### config.mk
export PLATFORM = sky130hd
export DESIGN_NAME = texture_slot_allocator
export DESIGN_NICKNAME = d
export VERILOG_FILES = /design/src/design/tsa_pkg.sv /design/src/design/tsa_cell.sv /design/src/design/texture_slot_allocator.sv
export SDC_FILE = /design/constraint.sdc
export NUM_CORES = 1
export LEC_CHECK = 0
export BUFFER_PORTS_ARGS = -buffer_cell sky130_fd_sc_hd__buf_2
export CORE_ASPECT_RATIO = 0.9
export CORE_UTILIZATION = 50
export DETAILED_ROUTE_END_ITERATION = 7
export GPL_TIMING_DRIVEN = 0
export PLACE_DENSITY_LB_ADDON = 0.05
export SYNTH_ARGS = -nofsm -noshare
export SYNTH_HDL_FRONTEND = slang
export SYNTH_SLANG_ARGS = --single-unit
export TNS_END_PERCENT = 30
### constraint.sdc
create_clock -name i_clk -period 4.3 [get_ports i_clk]
set_clock_uncertainty 0.1 [all_clocks]
set_input_delay 0.86 -clock i_clk [delete_from_list [all_inputs] [get_ports i_clk]]
set_output_delay 0.86 -clock i_clk [all_outputs]
set_load 0.02 [all_outputs]
### src/design/tsa_pkg.sv
// Package for the texture slot allocator.
// Holds the request and status codes, the control state and the cell chain types.
// No dependencies.
package tsa_pkg;

    typedef enum logic [1:0] {
        ACT_ADD    = 2'd0,
        ACT_LOOKUP = 2'd1,
        ACT_END    = 2'd2
    } t_action;

    typedef enum logic [2:0] {
        STS_HIT      = 3'd0,
        STS_PLACED   = 3'd1,
        STS_REPLACED = 3'd2,
        STS_MISS     = 3'd3,
        STS_FRAME    = 3'd4
    } t_status;

    typedef enum logic {
        ST_IDLE,
        ST_RESOLVE
    } t_state;

    // Running flags handed from one cell to the next, lowest slot first.
    typedef struct packed {
        logic hit_seen;
        logic empty_seen;
        logic free_seen;
    } t_chain;

    // Broadcast from the controller to every cell.
    typedef struct packed {
        logic capture;
        logic resolve;
        logic do_add;
        logic do_end;
        logic any_hit;
        logic any_empty;
    } t_cmd;

endpackage

### src/design/tsa_cell.sv
// One slot of the allocator: valid mark, resource id, reserved mark.
// Compares the broadcast id, then picks itself by the priority chain.
// Depends on tsa_pkg.
module tsa_cell #(
    parameter int IDX_W    = 4,
    parameter int CELL_IDX = 1
) (
    input  logic                 i_clk,
    input  logic                 i_rst_n,
    input  tsa_pkg::t_cmd        i_cmd,
    input  logic [31:0]          i_cmp_id,
    input  logic [31:0]          i_wr_id,
    input  tsa_pkg::t_chain      i_chain,
    input  logic [IDX_W-1:0]     i_idx,
    output tsa_pkg::t_chain      o_chain,
    output logic [IDX_W-1:0]     o_idx
);
    import tsa_pkg::*;

    logic        r_valid;
    logic        r_reserved;
    logic [31:0] r_resource;
    logic        r_hit;
    logic        r_empty;
    logic        r_free;

    logic sel_hit;
    logic sel_empty;
    logic sel_repl;
    logic sel_place;

    always_comb begin
        sel_hit   = r_hit && !i_chain.hit_seen;
        sel_empty = !i_cmd.any_hit && r_empty && !i_chain.empty_seen;
        sel_repl  = !i_cmd.any_hit && !i_cmd.any_empty && r_free && !i_chain.free_seen;
        sel_place = i_cmd.do_add && (sel_empty || sel_repl);

        o_chain.hit_seen   = i_chain.hit_seen   || r_hit;
        o_chain.empty_seen = i_chain.empty_seen || r_empty;
        o_chain.free_seen  = i_chain.free_seen  || r_free;

        o_idx = (sel_hit || sel_place) ? IDX_W'(CELL_IDX) : i_idx;
    end

    // match flags taken at the accept edge
    always_ff @(posedge i_clk) begin
        if (i_cmd.capture) begin
            r_hit   <= r_valid && (r_resource == i_cmp_id);
            r_empty <= !r_valid;
            r_free  <= !r_reserved;
        end
    end

    always_ff @(posedge i_clk) begin
        if (!i_rst_n) begin
            r_valid    <= 1'b0;
            r_reserved <= 1'b0;
        end else if (i_cmd.resolve) begin
            if (i_cmd.do_end) begin
                r_reserved <= 1'b0;
            end else if (i_cmd.do_add && sel_hit) begin
                r_reserved <= 1'b1;
            end else if (sel_place) begin
                r_valid    <= 1'b1;
                r_reserved <= 1'b1;
            end
        end
    end

    always_ff @(posedge i_clk) begin
        if (i_cmd.resolve && sel_place) begin
            r_resource <= i_wr_id;
        end
    end

endmodule

### src/design/texture_slot_allocator.sv
// Top level of the texture slot allocator: controller, result register
// and the row of slot cells. Depends on tsa_pkg and tsa_cell.
//
//  channel  dir  fields
//  s_axis   in   tdata: resource_id[31:0]; tuser: action[1:0]
//  m_axis   out  tdata: slot_index[3:0], zero pad[7:4]; tuser: status[2:0]
//
// Each transaction is handled by the accept edge, which registers the id compare
// in every cell, and the following resolve edge, which resolves the priority chain over SLOTS-1 cells,
// updates the table and loads the result register.
// Reset (synchronous, active low) clears all valid and reserved marks.
// A stalled result holds in its register; input is taken again once it drains.
module texture_slot_allocator #(
    parameter int SLOTS = 16
) (
    input  logic        i_clk,
    input  logic        i_rst_n,
    input  logic        s_axis_tvalid,
    output logic        s_axis_tready,
    input  logic [31:0] s_axis_tdata,  // resource_id[31:0]
    input  logic [1:0]  s_axis_tuser,  // action[1:0]
    output logic        m_axis_tvalid,
    input  logic        m_axis_tready,
    output logic [7:0]  m_axis_tdata,  // slot_index[3:0], zero[7:4]
    output logic [2:0]  m_axis_tuser   // status[2:0]
);
    import tsa_pkg::*;

    localparam int IDX_W = (SLOTS > 2) ? $clog2(SLOTS) : 1;

    t_state          r_state;
    t_state          n_state;
    logic [1:0]      r_action;
    logic [31:0]     r_id;
    logic            r_out_valid;
    logic [3:0]      r_out_idx;
    t_status         r_out_status;

    logic            accept;
    logic            resolve;
    t_cmd            cmd;
    t_chain          w_chain [SLOTS];
    logic [IDX_W-1:0] w_idx  [SLOTS];
    t_chain          chain_end;
    logic [IDX_W+3:0] idx_ext;
    logic [3:0]      res_idx;
    t_status         res_status;

    always_ff @(posedge i_clk) begin
        if (!i_rst_n) begin
            r_state <= ST_IDLE;
        end else begin
            r_state <= n_state;
        end
    end

    always_comb begin
        s_axis_tready = 1'b0;
        resolve       = 1'b0;
        n_state       = r_state;
        unique case (r_state)
            ST_IDLE: begin
                s_axis_tready = !r_out_valid || m_axis_tready;
                if (s_axis_tvalid && s_axis_tready) begin
                    n_state = ST_RESOLVE;
                end
            end
            ST_RESOLVE: begin
                resolve = 1'b1;
                n_state = ST_IDLE;
            end
            default: begin
                n_state = ST_IDLE;
            end
        endcase
        accept = s_axis_tvalid && s_axis_tready;
    end

    always_ff @(posedge i_clk) begin
        if (accept) begin
            r_action <= s_axis_tuser;
            r_id     <= s_axis_tdata;
        end
    end

    assign chain_end = w_chain[SLOTS-1];

    always_comb begin
        cmd.capture   = accept;
        cmd.resolve   = resolve;
        cmd.do_add    = (r_action == ACT_ADD);
        cmd.do_end    = (r_action == ACT_END);
        cmd.any_hit   = chain_end.hit_seen;
        cmd.any_empty = chain_end.empty_seen;
    end

    assign w_chain[0] = '0;
    assign w_idx[0]   = '0;

    for (genvar k = 1; k < SLOTS; k++) begin : g_cell
        tsa_cell #(
            .IDX_W    (IDX_W),
            .CELL_IDX (k)
        ) u_cell (
            .i_clk    (i_clk),
            .i_rst_n  (i_rst_n),
            .i_cmd    (cmd),
            .i_cmp_id (s_axis_tdata),
            .i_wr_id  (r_id),
            .i_chain  (w_chain[k-1]),
            .i_idx    (w_idx[k-1]),
            .o_chain  (w_chain[k]),
            .o_idx    (w_idx[k])
        );
    end

    assign idx_ext = {4'b0000, w_idx[SLOTS-1]};

    always_comb begin
        res_idx    = 4'd0;
        res_status = STS_MISS;
        unique case (r_action)
            ACT_ADD: begin
                res_idx = idx_ext[3:0];
                priority if (chain_end.hit_seen) begin
                    res_status = STS_HIT;
                end else if (chain_end.empty_seen) begin
                    res_status = STS_PLACED;
                end else if (chain_end.free_seen) begin
                    res_status = STS_REPLACED;
                end else begin
                    res_status = STS_MISS;
                end
            end
            ACT_LOOKUP: begin
                res_idx    = idx_ext[3:0];
                res_status = chain_end.hit_seen ? STS_HIT : STS_MISS;
            end
            ACT_END: begin
                res_status = STS_FRAME;
            end
            default: begin
                res_status = STS_MISS;
            end
        endcase
    end

    always_ff @(posedge i_clk) begin
        if (!i_rst_n) begin
            r_out_valid <= 1'b0;
        end else if (resolve) begin
            r_out_valid <= 1'b1;
        end else if (m_axis_tready) begin
            r_out_valid <= 1'b0;
        end
    end

    always_ff @(posedge i_clk) begin
        if (resolve) begin
            r_out_idx    <= res_idx;
            r_out_status <= res_status;
        end
    end

    assign m_axis_tvalid = r_out_valid;
    assign m_axis_tdata  = {4'b0000, r_out_idx};
    assign m_axis_tuser  = r_out_status;

endmodule

==> flow_summary.ini <==
[global_routing]
globalRoute.totalOverflow = 0
grt_pass1_vias = 13175
groute.usage.overall = 0.301
groute.layer.met2.usage = 0.449
grt_start_max_net_pins = 49
antenna_found_initial = 3
grt_pass1_wl_um = 103000
top_usage_layer = met1
globalRouteMet3Util = 0.0668
grt_util_met1 = 0.451

[place]
place.detailed.hpwl_um = 48800
io_buffers = 45
finalWeightedCongestion = 0.893

[min_path]
hp-class = input pin to flop

[synth]
number_of_warnings_printed_during_yosys_synthesis = 0
dominantRegCellSynth = sky130_fd_sc_hd__edfxtp_1
synthDominantAreaCellType = sky130_fd_sc_hd__edfxtp_1
synth_top_family_by_area = XOR/XNOR gates
synth.cell_area_mm2 = 0.0247
synthesis.area_per_instance_um2 = 15.7
netlist_top_cells_count = sky130_fd_sc_hd__edfxtp_1 (566), sky130_fd_sc_hd__xnor2_1 (420), sky130_fd_sc_hd__nand4_1 (111)
synth.lib_cells_used.distinct = 59
synth-seq-cells = 598
synth_cells = 1573
seq_area_frac_synth = 0.714
synthesized_area_fraction_occupied_by_ao_oa_aoi_and_oai_cells = 0.0255
async_reset_ff_frac = 0
synthSimpleGateAreaFrac = 0.0708
synthXorXnorAreaFrac = 0.170
netlist_top_cells_area = sky130_fd_sc_hd__edfxtp_1 (69%), sky130_fd_sc_hd__xnor2_1 (15%), sky130_fd_sc_hd__nand4_1 (2.8%), sky130_fd_sc_hd__dfxtp_1 (2.6%), sky130_fd_sc_hd__xor2_1 (2.1%)
edff_count_synth = 566
synth_most_common_cell = sky130_fd_sc_hd__edfxtp_1
synth_adder_area_share = 0
synth_largest_type_area_fraction = 0.688
muxShareOfSynthArea = 0

[clocking]
clock-sinks = 598
cts.hold.buffers_added = 0
cts_tree = yes
clock_tree.root_cell = sky130_fd_sc_hd__clkbuf_16
cts.repair_timing.setup_buffer_count = 0
cts.path.max_buffers = 3
numCtsBuffers = 60
cts_htree_levels = 2
clk_pin_slew_worst_paths_ps = 60
worst_skew_pair_latency_ps = 630

[power]
ir_drop_mv = 0.351
p_per_area_mw_per_mm2 = 440
leakagePower_nw = 8.46

[timing]
grt_setup_unrepaired = false
timing.fmax_ghz = 0.231
final.setup.tns_ps = -21.9
timing.final.setup_violations = 1
hold_viol_final = 0
timing.final.crit_period_ps = 4320
worst_slew_slack_as_a_fraction_of_its_limit = 0.180
slew_of_the_pin_with_the_lowest_slew_margin_ps = 1220
fin_crit_sh = 1.01
slew_viol_final = 0
layout_setup_ws_ps = -21.9

[cells_and_area]
final-seq-area_mm2 = 0.0176
multi_input_area_mm2 = 0.00674
synthToLayoutAreaGrowth_pct = 14.5
post_route_cells_drive_above_1_share = 0.118
n_antenna_cell = 0
fillCellCount = 3791
finalCoreUtilization = 0.585
finish.net_count = 1738

[drt]
routed_wire_length_per_instance_um = 31.0
drt-total-wl_um = 73600
vias_per_cell = 5.84
route.vias.total = 13874
drt_drc_violations_left = 0
firstDrtPassIters = 5
drtAntennaViolNets = 0
initialDrtViolationCount = 1805

[die]
start_util = 0.511
design.portCount = 51
die_h_um = 213
coreArea_mm2 = 0.0483
rows = 76
design.die.area_mm2 = 0.0503
fp.dieW_um = 236

[critical_path]
reg2reg_to = g_cell[14].u_cell.r_resource[11]$_DFFE_PP_
timing.critical_path.required_ps = 4530
critPathMaxFanout = 10
crit_type = input pin to flop
cp-endpoint = g_cell[13].u_cell.r_hit$_DFFE_PP_
timing.reg2reg.worst_path_depth = 7
minimum_setup_slack_among_reg_to_reg_paths_ps = 650
critical_path.endpoint_type = flop
r2r-start = g_cell[5].u_cell.r_hit$_DFFE_PP_
crit_path_start_kind = input pin
crit_path_start = s_axis_tdata[25]
arrival_ps = 4550

[flow_run]
cap_viol_max_count = 0

[run_status]
failing_checks = negative setup slack
outcome = finished with violations
## metrics by stage
stage	std cells	setup WS (ps)	hold WS [ps]	total power, W	area, um2
after CTS	2375	55.6	290	0.0125	28300
after global routing	2375	17.6	309	0.0128	28300
after global placement	2245	-1890	336	0.00727	25700
after floorplan	1576	464	327	0.00696	24700
final	2375	-21.9	320	0.0124	28300
after detailed placement	2262	-1230	335	0.00728	26200
## worst max-delay path, stage by stage
cell and delay [ps]:
sky130_fd_sc_hd__buf_2 90, sky130_fd_sc_hd__clkbuf_1 490, sky130_fd_sc_hd__buf_1 930, sky130_fd_sc_hd__xnor2_1 190, sky130_fd_sc_hd__nand4_1 270, sky130_fd_sc_hd__nor4_2 560
sky130_fd_sc_hd__nand4_1 390, sky130_fd_sc_hd__nor4_2 730
## routing by layer
| layer | vias to the layer above | wire length [um] |
|---|---|---|
| met4 | 0 | 1360 |
| li1 | 6063 | - |
| met3 | 75 | 7160 |
| met5 | - | 0 |
| met2 | 627 | 32200 |
| met1 | 7109 | 32800 |
## cells in the final DEF (no fill, tap or decap), types with 4 or more instances in the layout
master,count
sky130_fd_sc_hd__nor4_1,47
sky130_fd_sc_hd__a21oi_1,16
sky130_fd_sc_hd__a41oi_1,4
sky130_fd_sc_hd__buf_12,10
sky130_fd_sc_hd__o21ai_0,10
sky130_fd_sc_hd__bufinv_16,4
sky130_fd_sc_hd__buf_16,7
sky130_fd_sc_hd__xor2_1,60
sky130_fd_sc_hd__o31a_1,10
sky130_fd_sc_hd__nand4_1,111
sky130_fd_sc_hd__o21a_1,22
sky130_fd_sc_hd__and3_1,4
sky130_fd_sc_hd__dfxtp_1,32
sky130_fd_sc_hd__conb_1,4
sky130_fd_sc_hd__clkbuf_8,13
sky130_fd_sc_hd__nor2_1,34
sky130_fd_sc_hd__nor2_4,7
sky130_fd_sc_hd__nand2_1,10
sky130_fd_sc_hd__xnor2_1,420
sky130_fd_sc_hd__clkbuf_2,14
sky130_fd_sc_hd__nand3_1,23
sky130_fd_sc_hd__clkbuf_16,62
sky130_fd_sc_hd__buf_2,47
sky130_fd_sc_hd__nor3_1,7
sky130_fd_sc_hd__buf_4,4
sky130_fd_sc_hd__nor4b_1,5
sky130_fd_sc_hd__inv_1,35
sky130_fd_sc_hd__edfxtp_1,566
sky130_fd_sc_hd__clkbuf_1,57
sky130_fd_sc_hd__nand4b_1,4
sky130_fd_sc_hd__nor2b_1,5
sky130_fd_sc_hd__nor4_2,9
sky130_fd_sc_hd__buf_1,6
sky130_fd_sc_hd__clkinv_1,15
sky130_fd_sc_hd__a21oi_4,4
sky130_fd_sc_hd__clkinv_2,8
## cells by family after synthesis
logic type | Yosys count
and+or+nand+nor | 293
other | 1
xor gates and xnor gates | 480
AOI/OAI and AO/OA | 87
buffers and inverters | 114
DFF | 598
## state kept, by name, summed over array words and instances (netlist names)
name / count
r_state: 1
g_cell.u_cell.r_reserved: 15
r_id: 32
r_out_idx: 4
m_axis_tuser: 3
g_cell.u_cell.r_empty: 15
g_cell.u_cell.r_resource: 480
g_cell.u_cell.r_valid: 15
r_action: 2
g_cell.u_cell.r_free: 15
g_cell.u_cell.r_hit: 15
m_axis_tvalid: 1
## how the worst min path moves through the flow
stage	startpoint	to	slack, ps	depth (start not counted)
floorplan	g_cell[14].u_cell.r_reserved$_SDFFE_PN0P_	g_cell[14].u_cell.r_free$_DFFE_PP_	330	1
global placement	g_cell[1].u_cell.r_reserved$_SDFFE_PN0P_	g_cell[1].u_cell.r_free$_DFFE_PP_	340	1
detailed placement	g_cell[13].u_cell.r_reserved$_SDFFE_PN0P_	g_cell[13].u_cell.r_free$_DFFE_PP_	340	1
CTS	s_axis_tuser[0]	r_action[0]$_DFFE_PP_	290	1
global route	s_axis_tdata[6]	r_id[6]$_DFFE_PP_	310	1
finish	s_axis_tuser[0]	r_action[0]$_DFFE_PP_	320	1
## power by group
group / switching [W] / leakage, nW / total [W] / internal [W]
Clock: 0.00221 / 0.988 / 0.00529 / 0.00308
Combinational: 0.000359 / 2.15 / 0.000560 / 0.000202
Sequential: 0.000169 / 5.32 / 0.00660 / 0.00643
## what timing repair did
item,in CTS,in global routing
resized for setup,21,5
setup endpoints to repair,7,4
endpoints found under the hold margin,0,0
## layout make-up
cell class | instances | share of cell area
Sequential cell | 598 | 0.624
Buffer | 79 | 0.0135
Clock buffer | 85 | 0.0625
Timing Repair Buffer | 62 | 0.0217
Clock inverter | 28 | 0.00823
Multi-Input combinational cell | 864 | 0.238
Inverter | 35 | 0.00465
Tap cell | 624 | 0.0276
No activity file was read; power rests on OpenSTA's default activity.
